==> src/design/snt_pkg.sv <==
// ----------------------------------------------------------------------------
// snt_pkg
// Shared types, codes and helpers for the sigmoid neuron training block.
// ----------------------------------------------------------------------------
package snt_pkg;

    // item command codes
    localparam logic [1:0] CMD_LOAD   = 2'd0;
    localparam logic [1:0] CMD_SAMPLE = 2'd1;
    localparam logic [1:0] CMD_TRAIN  = 2'd2;

    // configuration register indexes
    localparam logic REG_LEARN_RATE  = 1'b0;
    localparam logic REG_HIDDEN_MODE = 1'b1;

    localparam logic [11:0] LEARN_RATE_RST = 12'd410;

    // result kinds
    localparam logic KIND_OUTPUT = 1'b0;
    localparam logic KIND_WERROR = 1'b1;

    // weight and sample held by one cell
    typedef struct packed {
        logic signed [15:0] weight;
        logic signed [15:0] sample;
    } data_t;

    // broadcast control to every cell
    typedef struct packed {
        logic               shift;
        logic               load_en;
        logic [3:0]         load_idx;
        logic signed [15:0] load_val;
        logic               clr_en;
    } ctrl_t;

    function automatic logic signed [15:0] sat16(input logic signed [47:0] x);
        logic signed [15:0] r;
        if (x > 48'sd32767)
            r = 16'sh7fff;
        else if (x < -48'sd32768)
            r = 16'sh8000;
        else
            r = x[15:0];
        return r;
    endfunction

endpackage

==> src/design/snt_cell.sv <==
// ----------------------------------------------------------------------------
// snt_cell
// One link of the weight/sample ring: holds one weight and one sample,
// applies loads, clears and head writes, and passes its pair on when the
// ring rotates.
// ----------------------------------------------------------------------------
module snt_cell #(
    parameter int NUM_INPUTS = 16,
    parameter int POS        = 0,
    parameter int IW         = 4,
    parameter int CW         = 5
) (
    input  logic                clk,
    input  logic                rst_n,
    input  snt_pkg::ctrl_t      ctrl,
    input  logic [IW-1:0]       head_idx,
    input  logic [CW-1:0]       clr_from,
    input  logic                wr_sample,
    input  logic signed [15:0]  sample_in,
    input  logic                wr_weight,
    input  logic signed [15:0]  weight_in,
    input  snt_pkg::data_t      from_next,
    output snt_pkg::data_t      pass,
    output snt_pkg::data_t      held
);

    logic signed [15:0] weight_reg;
    logic signed [15:0] sample_reg;
    snt_pkg::data_t     data_next;
    logic [IW:0]        pos_sum;
    logic [IW-1:0]      log_idx;

    // logical index of the pair held here
    always_comb
    begin
        pos_sum = {1'b0, head_idx} + (IW+1)'(POS);
        if (pos_sum >= (IW+1)'(NUM_INPUTS))
            log_idx = IW'(pos_sum - (IW+1)'(NUM_INPUTS));
        else
            log_idx = IW'(pos_sum);
    end

    always_comb
    begin
        pass.weight = weight_reg;
        pass.sample = sample_reg;
        if (ctrl.load_en && (int'(log_idx) == int'(ctrl.load_idx)))
            pass.weight = ctrl.load_val;
        if (wr_weight)
            pass.weight = weight_in;
        if (wr_sample)
            pass.sample = sample_in;
        else if (ctrl.clr_en && (int'(log_idx) >= int'(clr_from)))
            pass.sample = '0;
        data_next = ctrl.shift ? from_next : pass;
    end

    assign held.weight = weight_reg;
    assign held.sample = sample_reg;

    always_ff @(posedge clk or negedge rst_n)
    begin
        if (!rst_n)
            sample_reg <= '0;
        else
            sample_reg <= data_next.sample;
    end

    always_ff @(posedge clk)
    begin
        weight_reg <= data_next.weight;
    end

endmodule

==> config.mk <==
export PLATFORM = sky130hd
export DESIGN_NAME = snt_cell
export DESIGN_NICKNAME = d
export VERILOG_FILES = /design/src/design/snt_pkg.sv /design/src/design/snt_cell.sv
export SDC_FILE = /design/constraint.sdc
export NUM_CORES = 1
export LEC_CHECK = 0
export ABC_AREA = 1
export BUFFER_PORTS_ARGS = -buffer_cell sky130_fd_sc_hd__buf_2
export CORE_MARGIN = 8
export CORE_UTILIZATION = 42
export CTS_CLUSTER_SIZE = 40
export DETAILED_ROUTE_END_ITERATION = 6
export PLACE_DENSITY_LB_ADDON = 0.3
export SLEW_MARGIN = 20
export SYNTH_ARGS = -nofsm -noshare
export SYNTH_HDL_FRONTEND = slang
export SYNTH_SLANG_ARGS = --single-unit
export TNS_END_PERCENT = 1
==> constraint.sdc <==
create_clock -name clk -period 1.53 [get_ports clk]
set_clock_uncertainty 0.15 [all_clocks]
set_input_delay 0 -clock clk [delete_from_list [all_inputs] [get_ports clk]]
set_output_delay 0 -clock clk [all_outputs]
set_load 0.02 [all_outputs]
==> out/results.txt, run 1 <==
count of different cell masters after synthesis -> 25
crit-path max FO -> 6
unrepaired setup endpoints after global routing -> true
Net Sw Power -> 1.115 mW
total I/O pin count -> 164
LEAKAGE -> 2.442 nW
Die W -> 90.58 microns
Final Critical Period -> 1516 ps
Max Cap Viol -> 0
Synth Register Bits -> 32
Worst-path clk slew -> 80 ps
initial drt markers -> 122
drc violations -> 0
initial antenna violation count -> 0
largest net degree at the start of global routing -> 33
total global-route track usage -> 0.2394
critical path class -> in2reg
Least-Margin Pin Slew -> 551.6 ps
clk sink count -> 32
ratio of final minimum period to clock period -> 0.9910
Pint -> 1.841 mW
routed len/inst -> 16.38 microns
synthesized instance count -> 347
clock latency on the worst-skew pair -> 280 ps
global-route wire length before repair -> 16280 microns
antenna cells -> 0
Tot Pwr -> 2.956 mW
syn avg cell area -> 6.732 sq um
Final Wtd Congestion -> 0.8519
initial core utilization -> 0.4295
startpoint types -> input pin
vias in the first global route -> 3396
Critical Path AT -> 1540 ps
Vias/cell -> 5.003
# rows -> 27
CTS tree -> done
CTS buffer count -> 5
relative slew slack -> 0.6323
Synth Warn # -> 0
synthesized netlist net count -> 451
Synth area leaders -> nand2_1, dfrtp_1, dfxtp_1
CTS Root Cell -> clkbuf_8
Area Growth Syn to Fin -> 89.18%
share of layout cells above drive strength 1 -> 0.4628
die area -> 8205 sq um
Seq pwr share -> 0.328
chip height -> 90.58 microns
Crit path required time -> 1550 ps
clock tree buffer depth -> 2
port bufs -> 163
CTS H-tree depth -> 2
pwr/cell area -> 668.8 nW/um^2
crit end category -> flip-flop
Finish-stage setup viols -> 0
final hold violations -> 0
Nets -> 708
Remaining Overflow, GRT -> 0
Synth top area share -> 0.2266
register area share after synthesis -> 0.3085
max-slew violation count -> 0
DP HPWL -> 6269 microns
Total Routed Length -> 11090 microns
DR vias -> 3387
Comb pwr share -> 0.452
core area -> 5439 sq um
worst vdd ir -> 0.4490 mV
Pre-antenna DRT Iters -> 4
final worst setup slack -> 13.77 ps
antenna viol nets, final -> 0
fmax -> 659.5 MHz
post-synthesis cell area -> 2336 sq um
Sw Share -> 0.3771
Clk network pwr share -> 0.220
status -> complete, no violations
Setup WS pre-CTS -> 4.649 ps
type of the worst min-delay path -> in2async
largest area contributor in the netlist -> nand2_1
==> power groups by stage <==
stage	registers, mW	clock network (mW)	logic [mW]
2_1_floorplan	1.08	0	0.502
3_3_place_gp	0.978	0	0.993
3_5_place_dp	0.982	0	1.00
4_1_cts	0.965	0.649	1.17
5_1_grt	0.976	0.698	1.43
6_report	0.968	0.651	1.34
==> worst paths after layout <==
check                           slack [ps]  cells after the start            from              to
worst max-delay path                    10                     10        ctrl[19]   weight_reg[9]
worst min-delay path                    20                      2           rst_n   sample_reg[0]
worst max register to register          40                      5   weight_reg[9]   weight_reg[9]
worst min register to register         450                      4  weight_reg[12]  weight_reg[12]
max in group asynchronous              940                      2           rst_n   sample_reg[6]
min in group clk                        20                      5       wr_weight   weight_reg[0]
==> per-layer routing <==
| metal | track usage | wire length, microns |
|---|---|---|
| met5 | 0 | 0 |
| met4 | 0.08322 | 378 |
| met3 | 0.09726 | 1291 |
| met2 | 0.4117 | 5338 |
| met1 | 0.2580 | 4083 |
==> synthesized netlist by cell type, drive strengths merged <==
cell,n
and2,16
buf,8
clkbuf,10
dfrtp,16
dfxtp,16
ha,4
inv,31
nand2,156
nand3,33
nand3b,1
nand4,17
nor2,22
o21ai,1
or2,16
==> what timing repair did <==
item | CTS | global route
endpoints found under the setup margin | 0 | 19
endpoints found under the hold margin | 48 | 0
setup buffers | 0 | 17
hold buffers | 78 | 0
resized for setup | 0 | 52
==> cell families (layout without fill, tap and decap cells) <==
logic type / count (synthesis) / count (layout) / synth area share
AO/OA/AOI/OAI: 1 / 1 / 0.002140
buffers and inverters: 49 / 305 / 0.09105
flip-flops: 32 / 32 / 0.3085
AND/OR/NAND/NOR: 261 / 263 / 0.5769
adder cells (fa/ha/maj): 4 / 4 / 0.02143
==> worst max-delay path: stages <==
cell           delay, ps
buf_2                120
nor2_2               150
nor2_4                70
nor2_8               140
nand3_4              140
nand2_2               90
nand3_2               70
nand3_1               90
nand2_1               80
dlygate4sd3_1        580
==> per-stage QoR <==
stage	hold WS (ps)	util	std cells	area [sq um]	setup TNS [ps]
6_report	19.69	0.8125	677	4419	0
5_1_grt	29.83	0.8125	677	4419	-45.32
4_1_cts	3.411	0.7548	658	4105	0
3_5_place_dp	-215.9	0.5963	572	3243	0
3_3_place_gp	-209.4	0.5963	572	3243	0
2_1_floorplan	-445.6	-	347	2336	0
==> cell usage in the layout (no fill, tap or decap), types with 4 or more instances in the layout <==
master	count
buf_2	153
nand2_1	123
dlygate4sd3_1	78
nand2_2	32
inv_1	25
nand3_1	22
buf_4	21
nor2_1	17
or2_2	16
and2_1	16
dfrtp_1	16
dfxtp_1	16
nand3_2	11
nand4_2	10
buf_6	10
nand4_1	7
clkbuf_8	5
inv_2	4
buf_12	4
==> cell type report <==
class / instances / area, sq um
flip-flops and latches: 32 / 720.7
well taps: 72 / 90.09
inverters: 31 / 121.4
clock inverters: 1 / 5.005
multi-input cells: 268 / 1509
fillers: 335 / 1020
clock buffers: 7 / 76.32
repair buffers: 266 / 1897
Note: power is estimated with default switching activity, not from simulation.
==> run 2, diff against run 1 <==
--- a/config.mk
+++ b/config.mk
@@ -9,9 +9,10 @@
 export BUFFER_PORTS_ARGS = -buffer_cell sky130_fd_sc_hd__buf_2
 export CORE_MARGIN = 8
 export CORE_UTILIZATION = 42
+export CTS_CLUSTER_DIAMETER = 150
 export CTS_CLUSTER_SIZE = 40
 export DETAILED_ROUTE_END_ITERATION = 6
-export PLACE_DENSITY_LB_ADDON = 0.3
+export PLACE_DENSITY = 0.83
 export SLEW_MARGIN = 20
 export SYNTH_ARGS = -nofsm -noshare
 export SYNTH_HDL_FRONTEND = slang
==> run 2 against run 1 <==
Against the previous run: combinational power is 7% lower; final cell count is 0.59% lower; die area stayed put; the run now ends with hold timing left; critical path type is now in2out; critical endpoint is now pass[0]; sequential cell count stayed put; power is 5.4% higher; via count is 0.30% higher; clock-buffer cell count stayed put; sequential share of layout area is 0.58 points higher; sequential power hardly changed; core utilization is 2.8 points lower; maximum frequency is 1.6% higher; hold slack worse by 98 ps.
==> out/results.txt, run 2 (synthesis gave the netlist of run 1 again) <==
initial antenna violation count -> 3 (+3)
most common cell after layout, fill and taps aside -> buf_2
CTS Root Cell -> clkbuf_8
initial core utilization -> 0.4295 (unchanged)
routed len/inst -> 16.39 microns (about the same)
failing checks -> hold timing
Remaining Overflow, GRT -> 0 (unchanged)
CP max-delay cell -> ha_1
core area -> 5439 sq um (unchanged)
antenna viol nets, final -> 0 (unchanged)
final worst setup slack -> 38.14 ps (+24.37 ps)
Critical Path AT -> 1340 ps (-200 ps)
vias in the first global route -> 3564 (+4.9%)
initial drt markers -> 161 (+32%)
Area Growth Syn to Fin -> 82.70%
Setup TNS Final -> 0 ps (unchanged)
LEAKAGE -> 2.401 nW (-1.6%)
Final Critical Period -> 1492 ps (-24.37 ps)
crit-path max FO -> 16 (+10)
clock latency on the worst-skew pair -> 270 ps (about the same)
drc violations -> 0 (unchanged)
max-slew violation count -> 0 (unchanged)
clock tree buffer depth -> 2 (unchanged)
Cell Chain, Critical Path -> buf_2 > ha_1 > nand2_1 > inv_1 > o21ai_1 > nand3b_1 > nand2_4 > nand2_1 > nand2_1 > buf_2
total global-route track usage -> 0.2543 (+0.01498)
largest net degree at the start of global routing -> 33 (unchanged)
pwr/cell area -> 730.1 nW/um^2 (+9.2%)
port bufs -> 163 (unchanged)
Pre-antenna DRT Iters -> 4 (unchanged)
type of the worst min-delay path -> in2reg
worst vdd ir -> 0.4897 mV (+9.1%)
ratio of final minimum period to clock period -> 0.9751 (-0.01593)
clk sink count -> 32 (unchanged)
crit end category -> output port
critical path class -> in2out
Vias/cell -> 5.048 (+0.89%)
share of layout cells above drive strength 1 -> 0.4171 (-0.04572)
CTS tree -> done
commonest non-fill, non-tap cells in the layout -> buf_2, nand2_1, dlygate4sd3_1, inv_1, nand3_1
# rows -> 27 (unchanged)
Finished Layout Cells -> 673 (-0.59%)
total I/O pin count -> 164 (unchanged)
Tot Pwr -> 3.116 mW (+5.4%)
chip height -> 90.58 microns (unchanged)
global-route wire length before repair -> 17220 microns (+5.8%)
min-delay src -> weight_in[6]
status -> complete, but fails checks
CP max stage delay -> 310 ps (-270 ps)
Least-Margin Pin Slew -> 564.3 ps (+12.72 ps)
R2R Setup Slk -> 140 ps (+100 ps)
final hold violations -> 1 (+1)
DP HPWL -> 6264 microns (about the same)
relative slew slack -> 0.6238 (-0.008480)
Final Wtd Congestion -> 0.8330 (-2.2%)
DR vias -> 3397 (+0.30%)
CTS buffer count -> 5 (unchanged)
cell count after placement -> 570 (-0.35%)
fin util -> 0.7847 (-0.02783)
fmax -> 670.3 MHz (+1.6%)
Total Routed Length -> 11030 microns (-0.57%)
critical path launch point -> head_idx[2]
die area -> 8205 sq um (unchanged)
Crit path required time -> 1380 ps (-170 ps)
Die W -> 90.58 microns (unchanged)
unrepaired setup endpoints after global routing -> true
beginning of the worst register-to-register path -> weight_reg[9]
CTS H-tree depth -> 2 (unchanged)
startpoint types -> input pin
Setup WS pre-CTS -> -6.116 ps (-10.76 ps)
Nets -> 700 (-1.1%)
Max Cap Viol -> 0 (unchanged)
Finish-stage setup viols -> 0 (unchanged)
Worst-path clk slew -> 80 ps (about the same)
WHS -> -78.78 ps (-98.47 ps)
most used cell, CP -> nand2_1
[run 2: cell types whose count changed in the layout (fill, tap and decap cells not counted), moves of 2 or more]
cell / change
nand2_1: +18
nand2_2: -18
buf_2: +10
buf_6: -10
buf_4: -8
diode_2: +4
ha_1: +3
inv_1: +3
clkbuf_1: -2
clkbuf_8: +2
ha_4: -2
inv_4: -2
[run 2: area by class of cell]
class | count | area (sq um)
timing repair buffer | 259 | 1779
multi-input combinational | 267 | 1425
fill | 326 | 1171
sequential | 32 | 720.7
inverter | 31 | 116.4
clock buffer | 7 | 96.34
tap | 72 | 90.09
clock inverter | 1 | 30.03
antenna | 4 | 10.01
[run 2: metal layers]
| metal | up-vias | part of all wire | GRT usage | wire length, microns |
|---|---|---|---|---|
| met5 | - | 0 | 0 | 0 |
| met4 | 0 | 0.034 | 0.1234 | 376 |
| met3 | 35 | 0.12 | 0.09144 | 1285 |
| met2 | 235 | 0.47 | 0.4403 | 5235 |
| met1 | 1548 | 0.37 | 0.2664 | 4131 |
| li1 | 1579 | - | - | - |
[run 2: worst max-delay path, delay by kind of cell]
family	cells	cell delay, ps
and+or+nand+nor	5	580
buffers and inverters	3	330
adders and majority gates	1	310
AOI/OAI and AO/OA	1	110
[run 2: worst paths after layout]
path / endpoint / cells after the start
hold / removal: weight_reg[6] / 4
max in group asynchronous: sample_reg[12] / 2
min in group asynchronous: sample_reg[10] / 2
setup / recovery: pass[0] / 10
hold reg to reg: weight_reg[14] / 4
setup reg to reg: weight_reg[9] / 5
[run 2: repair_timing]
action,4_1_cts,5_1_grt
buffers inserted,0,11
endpoints found under the hold margin,48,0
hold buffers,80,0
resized for setup,0,5
setup endpoints to repair,0,20
[run 2: power by group]
| group | total (mW) | switching [mW] | internal [mW] |
|---|---|---|---|
| combinational | 1.25 | 0.709 | 0.542 |
| clock | 0.898 | 0.323 | 0.575 |
| sequential | 0.968 | 0.0469 | 0.921 |
| total | 3.12 | 1.08 | 2.04 |
[run 2: stage by stage]
| stage | instance area [sq um] | hold WS [ps] |
|---|---|---|
| 2_1_floorplan | 2336 | -445.6 |
| 3_3_place_gp | 3228 | -216.9 |
| 3_5_place_dp | 3228 | -216.8 |
| 4_1_cts | 4155 | 12.02 |
| 5_1_grt | 4265 | 16.45 |
| 6_report | 4268 | -78.78 |
==> run 3, diff against run 2 <==
--- a/config.mk
+++ b/config.mk
@@ -6,13 +6,13 @@
 export NUM_CORES = 1
 export LEC_CHECK = 0
 export ABC_AREA = 1
-export BUFFER_PORTS_ARGS = -buffer_cell sky130_fd_sc_hd__buf_2
 export CORE_MARGIN = 8
-export CORE_UTILIZATION = 42
+export CORE_UTILIZATION = 55
 export CTS_CLUSTER_DIAMETER = 150
 export CTS_CLUSTER_SIZE = 40
 export DETAILED_ROUTE_END_ITERATION = 6
-export PLACE_DENSITY = 0.83
+export DONT_BUFFER_PORTS = 1
+export PLACE_DENSITY = 0.71
 export SLEW_MARGIN = 20
 export SYNTH_ARGS = -nofsm -noshare
 export SYNTH_HDL_FRONTEND = slang
==> constraint.sdc (replaced) <==
create_clock -name clk -period 1.75 [get_ports clk]
set_clock_uncertainty 0.15 [all_clocks]
set_input_delay 0 -clock clk [delete_from_list [all_inputs] [get_ports clk]]
set_output_delay 0 -clock clk [all_outputs]
set_load 0.02 [all_outputs]
==> run 3 against run 2 <==
Against the previous run: the run still ends with hold timing left; via count fell by 20%; highest routed layer unchanged; sequential power fell by 0.8%; critical path depth fell by 5; largest power group is now sequential cells; register-to-register slack got worse by 100 ps.
==> out/results.txt, run 3 (synthesis gave the netlist of run 1 again) <==
critical path class -> in2reg
Remaining Overflow, GRT -> 0 (unchanged)
global-route wire length before repair -> 14630 microns (-15%)
Vias/cell -> 5.504 (+9.0%)
Tot Pwr -> 2.344 mW (-25%)
share of layout cells above drive strength 1 -> 0.2108 (-0.2063)
DP Area -> 2460 sq um (-24%)
Pre-antenna DRT Iters -> 4 (unchanged)
total I/O pin count -> 164 (unchanged)
Least-Margin Pin Slew -> 765.5 ps (+201.2 ps)
fin util -> 0.8615 (+0.07687)
Area Growth Syn to Fin -> 49.65%
relative slew slack -> 0.4880 (-0.1358)
drc violations -> 0 (unchanged)
status -> complete, but fails checks
Critical Path AT -> 1750 ps (+410 ps)
crit end category -> flip-flop
failing checks -> hold timing
# rows -> 23 (-15%)
Final Cell Area -> 3496 sq um (-18%)
Nets -> 549 (-22%)
largest net degree at the start of global routing -> 34 (+3.0%)
pwr/cell area -> 670.5 nW/um^2 (-8.2%)
Worst-path clk slew -> 70 ps (about the same)
antenna viol nets, final -> 0 (unchanged)
CTS Root Cell -> clkbuf_8
Setup WS pre-CTS -> 361.5 ps (+367.6 ps)
Crit path required time -> 1760 ps (+380 ps)
Final Critical Period -> 1736 ps
chip height -> 81.17 microns (-10%)
most common cell after layout, fill and taps aside -> nand2_1
max-slew violation count -> 0 (unchanged)
worst vdd ir -> 0.5502 mV (+12%)
Total Routed Length -> 9448 microns (-14%)
type of the worst min-delay path -> in2reg
initial drt markers -> 169 (+5.0%)
LEAKAGE -> 1.873 nW (-22%)
clock tree buffer depth -> 2 (unchanged)
DR vias -> 2730 (-20%)
CTS buffer count -> 5 (unchanged)
DP HPWL -> 5531 microns (-12%)
routed len/inst -> 19.05 microns (+16%)
core area -> 4058 sq um (-25%)
commonest non-fill, non-tap cells in the layout -> nand2_1, dlygate4sd3_1, inv_1, nand3_1, buf_4
startpoint types -> input pin
initial antenna violation count -> 0 (-3)
total global-route track usage -> 0.2825 (+0.02818)
port bufs -> 0 (-100%)
final hold violations -> 1 (unchanged)
clk sink count -> 32 (unchanged)
initial core utilization -> 0.5757 (+0.1462)
die area -> 6589 sq um (-20%)
Finish-stage setup viols -> 0 (unchanged)
Max Cap Viol -> 0 (unchanged)
Die W -> 81.17 microns (-10%)
CTS H-tree depth -> 2 (unchanged)
ratio of final minimum period to clock period -> 0.9920
Final Wtd Congestion -> 0.8306 (-0.29%)
antenna cells -> 0 (-4)
crit-path max FO -> 1 (-15)
fmax -> 576.0 MHz
WHS -> -46.01 ps (+32.77 ps)
Post CTS Setup Buffer Count -> 0 (unchanged)
unrepaired setup endpoints after global routing -> true
CTS tree -> done
vias in the first global route -> 2954 (-17%)
clock latency on the worst-skew pair -> 270 ps (about the same)
final worst setup slack -> 13.91 ps (-24.23 ps)
run 3: cell types whose count changed in the layout (fill, tap and decap cells not counted), sizes merged:
cell | before | now
buf | 180 | 21
dlymetal6s4s | 0 | 20
dlygate4sd3 | 79 | 68
diode | 4 | 0
clkinv | 0 | 2
bufinv | 1 | 0
clkbuf | 7 | 6
nand3 | 34 | 33
run 3: power breakdown:
part	switching [mW]	internal, mW	total [mW]
Sequential	0.153	0.807	0.960
Combinational	0.415	0.371	0.787
Clock	0.284	0.314	0.598
Total	0.852	1.49	2.34
run 3: worst max-delay path, stage by stage:
cell and delay, ps:
dlygate4sd3_1 530, nand2_1 70, dlygate4sd3_1 550, nand2_1 50, dlygate4sd3_1 550
run 3: layout make-up:
type                            count  area [sq um]
Multi-Input combinational cell    266          1408
Tap cell                           50         62.56
Clock buffer                        6         82.58
Inverter                           31         116.4
Sequential cell                    32         728.2
Fill cell                         221         561.8
Clock inverter                      2         10.01
Timing Repair Buffer              109          1089
run 3: final timing paths:
path / start / to / slack (ps) / depth (start not counted)
worst max-delay path: from_next[3] / sample_reg[3] / 10 / 5
worst min-delay path: ctrl[5] / weight_reg[4] / -50 / 4
worst max register to register: sample_reg[3] / sample_reg[3] / 40 / 7
worst min register to register: weight_reg[4] / weight_reg[4] / 640 / 4
max in group asynchronous: rst_n / sample_reg[15] / 840 / 1
min in group asynchronous: rst_n / sample_reg[4] / 90 / 1
run 3: per-stage QoR:
step                      setup TNS, ps  std cells
after global routing             -45.23        496
after CTS                             0        496
final                                 0        496
after floorplan                       0        347
after global placement                0        400
after detailed placement              0        400
run 3: repair_timing:
item / 4_1_cts / 5_1_grt
setup endpoints to repair: 0 / 26
gates resized for setup: 0 / 27
hold buffers: 88 / 1
hold endpoints to repair: 48 / 1
run 3: layer usage:
metal | track usage | up-vias | part of all wire
met1 | 0.2853 | 1269 | 0.33
met3 | 0.1026 | 26 | 0.13
met5 | 0 | - | 0
met4 | 0.1232 | 0 | 0.026
met2 | 0.5108 | 169 | 0.51
li1 | - | 1266 | -
